===== src/bounded_stack_with_keyed_delete_defines.svh =====
// assertion macros for the bounded stack with keyed delete
`ifndef BOUNDED_STACK_WITH_KEYED_DELETE_DEFINES_SVH
`define BOUNDED_STACK_WITH_KEYED_DELETE_DEFINES_SVH

// same-cycle implication, clocked on clk, off during reset
`define BSK_ASSERT_IMPL(name, ante, cons) \
  name: assert property (@(posedge clk) disable iff (!rst_n) (ante) |-> (cons)) \
    else $error("bsk check failed");

// next-cycle implication, clocked on clk, off during reset
`define BSK_ASSERT_NEXT(name, ante, cons) \
  name: assert property (@(posedge clk) disable iff (!rst_n) (ante) |=> (cons)) \
    else $error("bsk check failed");

`endif


===== src/bsk_pkg.sv =====
// shared types and constants for the bounded stack with keyed delete
`timescale 1ns / 1ps
package bsk_pkg;

  localparam int FIELD_W     = 64;
  localparam int MODE_W      = 3;
  localparam int STATUS_W    = 2;
  localparam int OCC_W       = 5;
  localparam int CAP_W       = 5;
  localparam int DEPTH_DEF   = 16;
  localparam int ENTRY_W_DEF = 64;
  localparam int CFG_ADDR_W  = 3;
  localparam int CFG_DATA_W  = 32;

  localparam logic [CAP_W-1:0] CAP_RESET = 5'd16;

  // register index taken from paddr[2]
  localparam logic CFG_IDX_CAP = 1'b0;

  localparam logic [MODE_W-1:0] MODE_PUSH  = 3'd0;
  localparam logic [MODE_W-1:0] MODE_POP   = 3'd1;
  localparam logic [MODE_W-1:0] MODE_DEL   = 3'd2;
  localparam logic [MODE_W-1:0] MODE_CLEAR = 3'd3;
  localparam logic [MODE_W-1:0] MODE_LIST  = 3'd4;

  localparam logic [STATUS_W-1:0] ST_OK       = 2'd0;
  localparam logic [STATUS_W-1:0] ST_FULL     = 2'd1;
  localparam logic [STATUS_W-1:0] ST_EMPTY    = 2'd2;
  localparam logic [STATUS_W-1:0] ST_NOTFOUND = 2'd3;

  typedef struct packed {
    logic [MODE_W-1:0]  mode;
    logic [FIELD_W-1:0] value;
  } in_req_t;

  typedef struct packed {
    logic [STATUS_W-1:0] status;
    logic [FIELD_W-1:0]  data;
    logic                last;
    logic [OCC_W-1:0]    occupancy;
  } out_req_t;

endpackage


===== src/bsk_ram.sv =====
// entry store: one write port, one registered read port
`timescale 1ns / 1ps
module bsk_ram #(
  parameter int DEPTH       = bsk_pkg::DEPTH_DEF,
  parameter int ENTRY_WIDTH = bsk_pkg::ENTRY_W_DEF,
  localparam int AW         = (DEPTH > 1) ? $clog2(DEPTH) : 1
) (
  input  logic                   clk,
  input  logic                   we,
  input  logic [AW-1:0]          waddr,
  input  logic [ENTRY_WIDTH-1:0] wdata,
  input  logic [AW-1:0]          raddr,
  output logic [ENTRY_WIDTH-1:0] rdata
);

  logic [ENTRY_WIDTH-1:0] mem [DEPTH];
  logic [ENTRY_WIDTH-1:0] rdata_r;

  always_ff @(posedge clk) begin
    if (we) begin
      mem[waddr] <= wdata;
    end
  end

  always_ff @(posedge clk) begin
    rdata_r <= mem[raddr];
  end

  assign rdata = rdata_r;

endmodule


===== src/bsk_seq.sv =====
// sequencer: walks the store a word a cycle unless stalled; one compare
`timescale 1ns / 1ps
`include "bounded_stack_with_keyed_delete_defines.svh"
module bsk_seq #(
  parameter int DEPTH       = bsk_pkg::DEPTH_DEF,
  parameter int ENTRY_WIDTH = bsk_pkg::ENTRY_W_DEF,
  localparam int AW         = (DEPTH > 1) ? $clog2(DEPTH) : 1
) (
  input  logic                        clk,
  input  logic                        rst_n,
  input  logic                        in_valid,
  output logic                        in_stall,
  input  bsk_pkg::in_req_t            in_req,
  output logic                        out_valid,
  input  logic                        out_stall,
  output bsk_pkg::out_req_t           out_req,
  input  logic [bsk_pkg::CAP_W-1:0]   cap_limit,
  output logic                        ram_we,
  output logic [AW-1:0]               ram_waddr,
  output logic [ENTRY_WIDTH-1:0]      ram_wdata,
  output logic [AW-1:0]               ram_raddr,
  input  logic [ENTRY_WIDTH-1:0]      ram_rdata
);

  localparam int CW = $clog2(DEPTH + 1);
  localparam int ZW = (CW > bsk_pkg::CAP_W) ? CW : bsk_pkg::CAP_W;
  localparam int SW = 3;

  localparam logic [SW-1:0] S_IDLE  = 3'd0;
  localparam logic [SW-1:0] S_POP   = 3'd1;
  localparam logic [SW-1:0] S_SRCH  = 3'd2;
  localparam logic [SW-1:0] S_SHIFT = 3'd3;
  localparam logic [SW-1:0] S_LIST  = 3'd4;

  logic [SW-1:0]            state_r, state_nxt;
  logic [CW-1:0]            cnt_r, cnt_nxt;
  logic [AW-1:0]            idx_r, idx_nxt;
  logic [ENTRY_WIDTH-1:0]   key_r, key_nxt;
  logic                     out_valid_r, out_valid_nxt;
  bsk_pkg::out_req_t        out_r, out_nxt;

  logic                     out_free;
  logic                     accept;
  logic                     full;
  logic                     match;
  logic [CW-1:0]            cnt_dec;
  logic [AW-1:0]            top_idx;

  function automatic bsk_pkg::out_req_t mk_res(
    input logic [bsk_pkg::STATUS_W-1:0] st,
    input logic [ENTRY_WIDTH-1:0]       d,
    input logic                         lst,
    input logic [CW-1:0]                occ
  );
    bsk_pkg::out_req_t r;
    r.status    = st;
    r.data      = bsk_pkg::FIELD_W'(d);
    r.last      = lst;
    r.occupancy = bsk_pkg::OCC_W'(occ);
    return r;
  endfunction

  assign out_free = !out_valid_r || !out_stall;
  assign accept   = in_valid && (state_r == S_IDLE) && out_free;
  assign in_stall = !((state_r == S_IDLE) && out_free);
  assign full     = (ZW'(cnt_r) >= ZW'(cap_limit)) || (ZW'(cnt_r) >= ZW'(DEPTH));
  assign match    = (ram_rdata == key_r);
  assign cnt_dec  = cnt_r - CW'(1);
  assign top_idx  = AW'(cnt_dec);

  always_comb begin
    state_nxt     = state_r;
    cnt_nxt       = cnt_r;
    idx_nxt       = idx_r;
    key_nxt       = key_r;
    out_valid_nxt = out_valid_r && out_stall;
    out_nxt       = out_r;
    ram_we        = 1'b0;
    ram_waddr     = AW'(cnt_r);
    ram_wdata     = in_req.value[ENTRY_WIDTH-1:0];
    ram_raddr     = idx_r;
    unique case (state_r)
      S_IDLE: begin
        if (accept) begin
          key_nxt = in_req.value[ENTRY_WIDTH-1:0];
          unique case (in_req.mode)
            bsk_pkg::MODE_PUSH: begin
              out_valid_nxt = 1'b1;
              if (full) begin
                out_nxt = mk_res(bsk_pkg::ST_FULL, '0, 1'b1, cnt_r);
              end else begin
                ram_we  = 1'b1;
                cnt_nxt = cnt_r + CW'(1);
                out_nxt = mk_res(bsk_pkg::ST_OK, '0, 1'b1, cnt_r + CW'(1));
              end
            end
            bsk_pkg::MODE_POP: begin
              if (cnt_r == '0) begin
                out_valid_nxt = 1'b1;
                out_nxt       = mk_res(bsk_pkg::ST_EMPTY, '0, 1'b1, cnt_r);
              end else begin
                cnt_nxt   = cnt_dec;
                ram_raddr = top_idx;
                state_nxt = S_POP;
              end
            end
            bsk_pkg::MODE_DEL: begin
              if (cnt_r == '0) begin
                out_valid_nxt = 1'b1;
                out_nxt       = mk_res(bsk_pkg::ST_EMPTY, '0, 1'b1, cnt_r);
              end else begin
                ram_raddr = top_idx;
                idx_nxt   = top_idx;
                state_nxt = S_SRCH;
              end
            end
            bsk_pkg::MODE_CLEAR: begin
              cnt_nxt       = '0;
              out_valid_nxt = 1'b1;
              out_nxt       = mk_res(bsk_pkg::ST_OK, '0, 1'b1, '0);
            end
            bsk_pkg::MODE_LIST: begin
              if (cnt_r == '0) begin
                out_valid_nxt = 1'b1;
                out_nxt       = mk_res(bsk_pkg::ST_EMPTY, '0, 1'b1, cnt_r);
              end else begin
                ram_raddr = top_idx;
                idx_nxt   = top_idx;
                state_nxt = S_LIST;
              end
            end
            default: begin
              // undefined modes leave everything alone
            end
          endcase
        end
      end
      S_POP: begin
        out_valid_nxt = 1'b1;
        out_nxt       = mk_res(bsk_pkg::ST_OK, ram_rdata, 1'b1, cnt_r);
        state_nxt     = S_IDLE;
      end
      S_SRCH: begin
        if (match) begin
          if (CW'(idx_r) + CW'(1) == cnt_r) begin
            cnt_nxt       = cnt_dec;
            out_valid_nxt = 1'b1;
            out_nxt       = mk_res(bsk_pkg::ST_OK, '0, 1'b1, cnt_dec);
            state_nxt     = S_IDLE;
          end else begin
            ram_raddr = AW'(CW'(idx_r) + CW'(1));
            state_nxt = S_SHIFT;
          end
        end else if (idx_r == '0) begin
          out_valid_nxt = 1'b1;
          out_nxt       = mk_res(bsk_pkg::ST_NOTFOUND, '0, 1'b1, cnt_r);
          state_nxt     = S_IDLE;
        end else begin
          idx_nxt   = idx_r - AW'(1);
          ram_raddr = idx_r - AW'(1);
        end
      end
      S_SHIFT: begin
        // move the word above down by one place
        ram_we    = 1'b1;
        ram_waddr = idx_r;
        ram_wdata = ram_rdata;
        if (CW'(idx_r) + CW'(2) == cnt_r) begin
          cnt_nxt       = cnt_dec;
          out_valid_nxt = 1'b1;
          out_nxt       = mk_res(bsk_pkg::ST_OK, '0, 1'b1, cnt_dec);
          state_nxt     = S_IDLE;
        end else begin
          idx_nxt   = idx_r + AW'(1);
          ram_raddr = AW'(CW'(idx_r) + CW'(2));
        end
      end
      S_LIST: begin
        if (out_free) begin
          out_valid_nxt = 1'b1;
          out_nxt       = mk_res(bsk_pkg::ST_OK, ram_rdata, idx_r == '0, cnt_r);
          if (idx_r == '0) begin
            state_nxt = S_IDLE;
          end else begin
            idx_nxt   = idx_r - AW'(1);
            ram_raddr = idx_r - AW'(1);
          end
        end
      end
      default: begin
        state_nxt = S_IDLE;
      end
    endcase
  end

  always_ff @(posedge clk) begin
    if (!rst_n) begin
      state_r     <= S_IDLE;
      cnt_r       <= '0;
      out_valid_r <= 1'b0;
    end else begin
      state_r     <= state_nxt;
      cnt_r       <= cnt_nxt;
      out_valid_r <= out_valid_nxt;
    end
  end

  always_ff @(posedge clk) begin
    idx_r <= idx_nxt;
    key_r <= key_nxt;
    out_r <= out_nxt;
  end

  assign out_valid = out_valid_r;
  assign out_req   = out_r;

  `BSK_ASSERT_IMPL(a_cnt_bound, 1'b1, ZW'(cnt_r) <= ZW'(DEPTH))
  `BSK_ASSERT_IMPL(a_shift_range, state_r == S_SHIFT, CW'(idx_r) + CW'(2) <= cnt_r)
  `BSK_ASSERT_NEXT(a_push_grows, accept && in_req.mode == bsk_pkg::MODE_PUSH && !full, cnt_r == $past(cnt_r) + CW'(1))
  `BSK_ASSERT_NEXT(a_busy_no_grow, state_r != S_IDLE, cnt_r <= $past(cnt_r))

endmodule


===== src/bounded_stack_with_keyed_delete.sv =====
// Bounded LIFO stack of entry words with push, pop, keyed delete, clear and list.
// Requests enter on in_valid/in_stall with in_req {mode, value}; results leave on
// out_valid/out_stall with out_req {status, data, last, occupancy}.
// One request is in work at a time; in_stall stays high until it is finished.
// Push and clear: result in the cycle after accept, when a next request may enter.
// Pop: the registered read of the entry store, then the registered result.
// Delete: entries are searched one at a time from the top, then each entry above
// the match is moved down one place; the single store read port sets the pace.
// List: one result per held entry, top first, last set on the bottom one; the walk
// waits while out_stall holds the output register.
// A result waits in the output register while out_stall is high; no new request
// is taken until that register can be loaded.
// capacity_limit sits at byte address 0 of the APB-style port (pready always high);
// writes are for idle periods only. Reset (rst_n low, synchronous) empties the stack
// and sets capacity_limit to 16; the entry store itself is not cleared.
`timescale 1ns / 1ps
module bounded_stack_with_keyed_delete #(
  parameter int DEPTH       = bsk_pkg::DEPTH_DEF,
  parameter int ENTRY_WIDTH = bsk_pkg::ENTRY_W_DEF
) (
  input  logic                             clk,
  input  logic                             rst_n,
  input  logic                             in_valid,
  output logic                             in_stall,
  input  bsk_pkg::in_req_t                 in_req,
  output logic                             out_valid,
  input  logic                             out_stall,
  output bsk_pkg::out_req_t                out_req,
  input  logic                             psel,
  input  logic                             penable,
  input  logic                             pwrite,
  input  logic [bsk_pkg::CFG_ADDR_W-1:0]   paddr,
  input  logic [bsk_pkg::CFG_DATA_W-1:0]   pwdata,
  output logic [bsk_pkg::CFG_DATA_W-1:0]   prdata,
  output logic                             pready
);

  localparam int AW = (DEPTH > 1) ? $clog2(DEPTH) : 1;

  logic [bsk_pkg::CAP_W-1:0] cap_r, cap_nxt;
  logic                      cfg_wr;
  logic                      ram_we;
  logic [AW-1:0]             ram_waddr;
  logic [ENTRY_WIDTH-1:0]    ram_wdata;
  logic [AW-1:0]             ram_raddr;
  logic [ENTRY_WIDTH-1:0]    ram_rdata;

  assign pready = 1'b1;
  assign cfg_wr = psel && penable && pwrite && pready;

  always_comb begin
    cap_nxt = cap_r;
    if (cfg_wr && (paddr[2] == bsk_pkg::CFG_IDX_CAP)) begin
      cap_nxt = pwdata[bsk_pkg::CAP_W-1:0];
    end
  end

  always_ff @(posedge clk) begin
    if (!rst_n) begin
      cap_r <= bsk_pkg::CAP_RESET;
    end else begin
      cap_r <= cap_nxt;
    end
  end

  assign prdata = (paddr[2] == bsk_pkg::CFG_IDX_CAP) ?
                  bsk_pkg::CFG_DATA_W'(cap_r) : '0;

  bsk_seq #(
    .DEPTH       (DEPTH),
    .ENTRY_WIDTH (ENTRY_WIDTH)
  ) u_seq (
    .clk       (clk),
    .rst_n     (rst_n),
    .in_valid  (in_valid),
    .in_stall  (in_stall),
    .in_req    (in_req),
    .out_valid (out_valid),
    .out_stall (out_stall),
    .out_req   (out_req),
    .cap_limit (cap_r),
    .ram_we    (ram_we),
    .ram_waddr (ram_waddr),
    .ram_wdata (ram_wdata),
    .ram_raddr (ram_raddr),
    .ram_rdata (ram_rdata)
  );

  bsk_ram #(
    .DEPTH       (DEPTH),
    .ENTRY_WIDTH (ENTRY_WIDTH)
  ) u_ram (
    .clk   (clk),
    .we    (ram_we),
    .waddr (ram_waddr),
    .wdata (ram_wdata),
    .raddr (ram_raddr),
    .rdata (ram_rdata)
  );

endmodule

===== config.mk =====
export PLATFORM = sky130hd
export DESIGN_NAME = bounded_stack_with_keyed_delete
export DESIGN_NICKNAME = d
export VERILOG_FILES = /design/src/bsk_pkg.sv /design/src/bsk_ram.sv /design/src/bsk_seq.sv /design/src/bounded_stack_with_keyed_delete.sv
export VERILOG_INCLUDE_DIRS = /design/src /design/src/src
export SDC_FILE = /design/constraint.sdc
export NUM_CORES = 2
export LEC_CHECK = 0
export BUFFER_PORTS_ARGS = -buffer_cell sky130_fd_sc_hd__buf_4
export CAP_MARGIN = 5
export CORE_MARGIN = 10
export CORE_UTILIZATION = 40
export CTS_BUF_LIST = sky130_fd_sc_hd__clkbuf_8
export DETAILED_ROUTE_END_ITERATION = 10
export HOLD_SLACK_MARGIN = 0.1
export PLACE_DENSITY = 0.61
export SYNTH_ARGS = -nofsm -noshare
export SYNTH_HDL_FRONTEND = slang
export SYNTH_SLANG_ARGS = --single-unit
export TNS_END_PERCENT = 20

===== constraint.sdc =====
create_clock -name clk -period 9.86 [get_ports clk]
set_input_delay 0 -clock clk [delete_from_list [all_inputs] [get_ports clk]]
set_output_delay 0 -clock clk [all_outputs]
set_load 0.005 [all_outputs]

==> metrics.md <==
| Metric | Value |
|---|---|
| Status | finished clean |
| Avg Vias per Cell | around 5.3 |
| Final Cycle Share | 0.592 |
| GRT Residual Overflow | 0 |
| Drt pass-1 iters | 5 |
| Antenna violations before repair | 9 |
| Fill cells | 10.6k |
| Post-layout nets | ~3.5k |
| PwrDens | approximately 200 mW/mm^2 |
| RSZ-0062 raised after global routing | no |
| Critical path class | reg -> reg |
| Critical path peak fanout | between 90 and 100 |
| First-pass GRT wire length | 186000 um |
| Leakage | a little over 20 nW |
| DP Area | around 0.052 mm^2 |
| H-tree level count | 4 |
| Clock Skew | ~0.040 ns |
| Clk root buf | clkbuf_8 |
| Synthesized flop and latch total | 1242 |
| Synth unique cells | 70 |
| Async SR Flop Fraction | 0 |
| Drc violations | 0 |
| Area of the multi-input gates | between 0.01 and 0.015 mm^2 |
| Fin area | around 0.057 mm^2 |
| Final design utilization | 0.470 |
| Worst Tran Pin Value | 1.23 ns |
| Number of global-route vias before repair | roughly 27k |
| Hold slack | ~0.17 ns |
| TNS Setup | 0 ns |
| Setup Viol. Count Final | 0 |
| Storage element area | roughly 0.037 mm^2 |
| Core area | 0.121 mm^2 |
| Fin crit period | between 5 and 6 ns |
| Final wirelength | 129000 um |
| Final HPWL DP | 68000 um |
| Initial Util | 0.402 |
| Mapped Area | about 0.049 mm^2 |
| Post-CTS sizing | 0 |
| Via count | around 28k |
| Longest Clk Path Bufs | 3 |
| I/O pin total | around 220 |
| Die footprint | around 0.14 mm^2 |
| Rel. slew slack | 0.183 |
| Die height | around 370 um |
| Required time worst endpoint | 10.57 ns |
| Peak supply drop | 117 uV |
| CTS Hold Buffers Added | approximately 160 |
| Final GP Congestion | approximately 0.8 |
| Port-buffer cells | around 160 |
| Area Growth Syn to Fin | 17.0% |
| Worst Path Arrival | roughly 6.6 ns |
| Cts bufs inserted | 199 |
| Mapped Avg Cell Area | 16.5 um^2 |
| Iter 0 DRT Violations | 2457 |
| Sequential-to-total area share from yosys stat | 0.749 |
| Pin count of the biggest net entering global routing | 133 |
| EDFF count, synth | between 1k and 1.5k |
| Slew Limit Fails | 0 |
| Final antenna-violating net count | 0 |
| Max-Cap Viols | 0 |
| Setup crit end kind | flop |
| Endpoints failing hold | 0 |
| Die Wd | between 300 and 400 um |
| WL per Instance | 25.0 um |
| CTS tree | done |
| Layout cells sized above 1 | 0.139 |
| Max frequency | 0.171 GHz |
| HP Class | in -> reg |
| Skew-Pair Late Insertion Delay | between 0.8 and 0.9 ns |
| Tot GR Track Use | 0.184 |
| Sink Count | 1242 |
| Ys flop type | edfxtp_1 |
| CP startpoint kind | flop |
| Mapped Cells | between 2k and 3k |
| Setup bufs post-CTS | 0 |
| Tot Pwr | ~12 mW |
| Synth warn | 0 |
| Cell Rows | 128 |
| Clock slew at reported path FFs | around 0.070 ns |
==> stage by stage <==
step	worst slack, ns	cells
2_1_floorplan	1.80	2987
3_3_place_gp	4.01	4634
3_5_place_dp	4.05	4634
4_1_cts	4.01	5165
5_1_grt	3.67	5167
6_report	4.02	5167
==> synthesized netlist by cell type (all sizes together), types with 3 or more instances <==
cell type,n,share of area
dfxtp,78,0.032
o31ai,3,0.00046
clkbuf,67,0.0052
mux2i,524,0.11
o211ai,5,0.00077
buf,117,0.015
xnor2,11,0.0020
inv,17,0.0013
and2,68,0.0087
ha,13,0.0033
and3,7,0.00090
nand2b,5,0.00064
o22ai,259,0.033
o221a,3,0.00069
a31oi,7,0.00090
o21a,3,0.00046
nor3,14,0.0015
a21o,6,0.00092
a211oi,3,0.00046
a21oi,29,0.0030
edfxtp,1164,0.72
nor4,19,0.0024
nand3,15,0.0018
nor3b,5,0.00077
a211o,3,0.00054
o21ai,32,0.0033
xor2,68,0.012
o221ai,5,0.00090
nand2,242,0.020
or4,65,0.010
clkinv,3,0.00023
nor2b,11,0.0014
a22oi,4,0.00062
nor2,47,0.0036
nand4,5,0.00064
or3,3,0.00038
==> logic make-up (layout without fill, tap and decap cells) <==
group                    count (synthesis)  after routing  share of synthesized area
flip-flops                            1242           1242                      0.749
multiplexers                           524            524                      0.108
AND/OR/NAND/NOR                        514            514                     0.0541
AO/OA/AOI/OAI                          383            383                     0.0504
buffers and inverters                  204            758                     0.0215
XOR/XNOR                                79             79                     0.0142
adder cells (fa/ha/maj)                 13             13                    0.00334
other                                    2             29                   0.000154
==> report_power, final <==
group	leakage, nW	internal, mW	switching [mW]	total (mW)
combinational	6.94	0.566	0.894	1.46
sequential	11.2	5.94	0.168	6.11
clock	2.21	2.08	2.01	4.09
==> worst max-delay path: stages, from the launching register on <==
cell and delay (ns):
dfxtp_1 0.74, nand2b_1 0.55, nor2_4 0.76, nand3_1 0.36
a22oi_1 0.29, o32ai_1 0.15, a21oi_4 0.74, buf_12 0.58
buf_12 0.47, mux2i_1 0.28, o22ai_1 0.10, or4_1 0.58
==> worst paths after layout <==
kind	end	startpoint	slack [ns]	cells past startpoint
setup reg to reg	u_ram.rdata[26]$_DFF_P_	u_seq.state_r[1]$_SDFFE_PN0P_	4.02	11
hold reg to reg	u_seq.out_req[25]$_DFFE_PP_	u_ram.rdata[19]$_DFF_P_	0.58	1
hold / removal	u_seq.state_r[1]$_SDFFE_PN0P_	in_req[66]	0.17	5
setup / recovery	u_ram.rdata[26]$_DFF_P_	u_seq.state_r[1]$_SDFFE_PN0P_	4.02	11
==> state kept, by name (all words and copies together), names as in the netlist <==
name and count:
u_ram.mem 1024, cap_r 5, u_seq.key_r 64, u_ram.rdata 64, u_seq.out_valid 1, u_seq.state_r 3
u_seq.idx_r 4, u_seq.cnt_r 5, u_seq.out_req 72
==> area by class of cell <==
cell class / count / area share
antenna: 1 / 0.0000439
clock buffer: 217 / 0.0524
clock inverter: 155 / 0.0130
inverter: 20 / 0.00136
multi-input combinational: 1541 / 0.202
sequential: 1242 / 0.640
tap: 1625 / 0.0356
timing repair buffer: 366 / 0.0560
==> layout by cell type, fill, tap and decap left out, types with 64 or more instances in the layout <==
| cell | n |
|---|---|
| edfxtp_1 | 1164 |
| mux2i_1 | 524 |
| o22ai_1 | 259 |
| nand2_1 | 235 |
| clkbuf_8 | 217 |
| buf_4 | 202 |
| dlygate4sd3_1 | 159 |
| inv_1 | 101 |
| dfxtp_1 | 78 |
| and2_1 | 68 |
| xor2_1 | 68 |
| or4_1 | 64 |
==> routing by layer <==
layer | GRT usage | share of wire | vias to the layer above
li1 | - | - | 12375
met1 | 0.253 | 0.44 | 13930
met2 | 0.287 | 0.46 | 1036
met3 | 0.0433 | 0.078 | 220
met4 | 0.0596 | 0.025 | 6
met5 | 0 | 0.00026 | -
(Power assumes the default switching activity.)
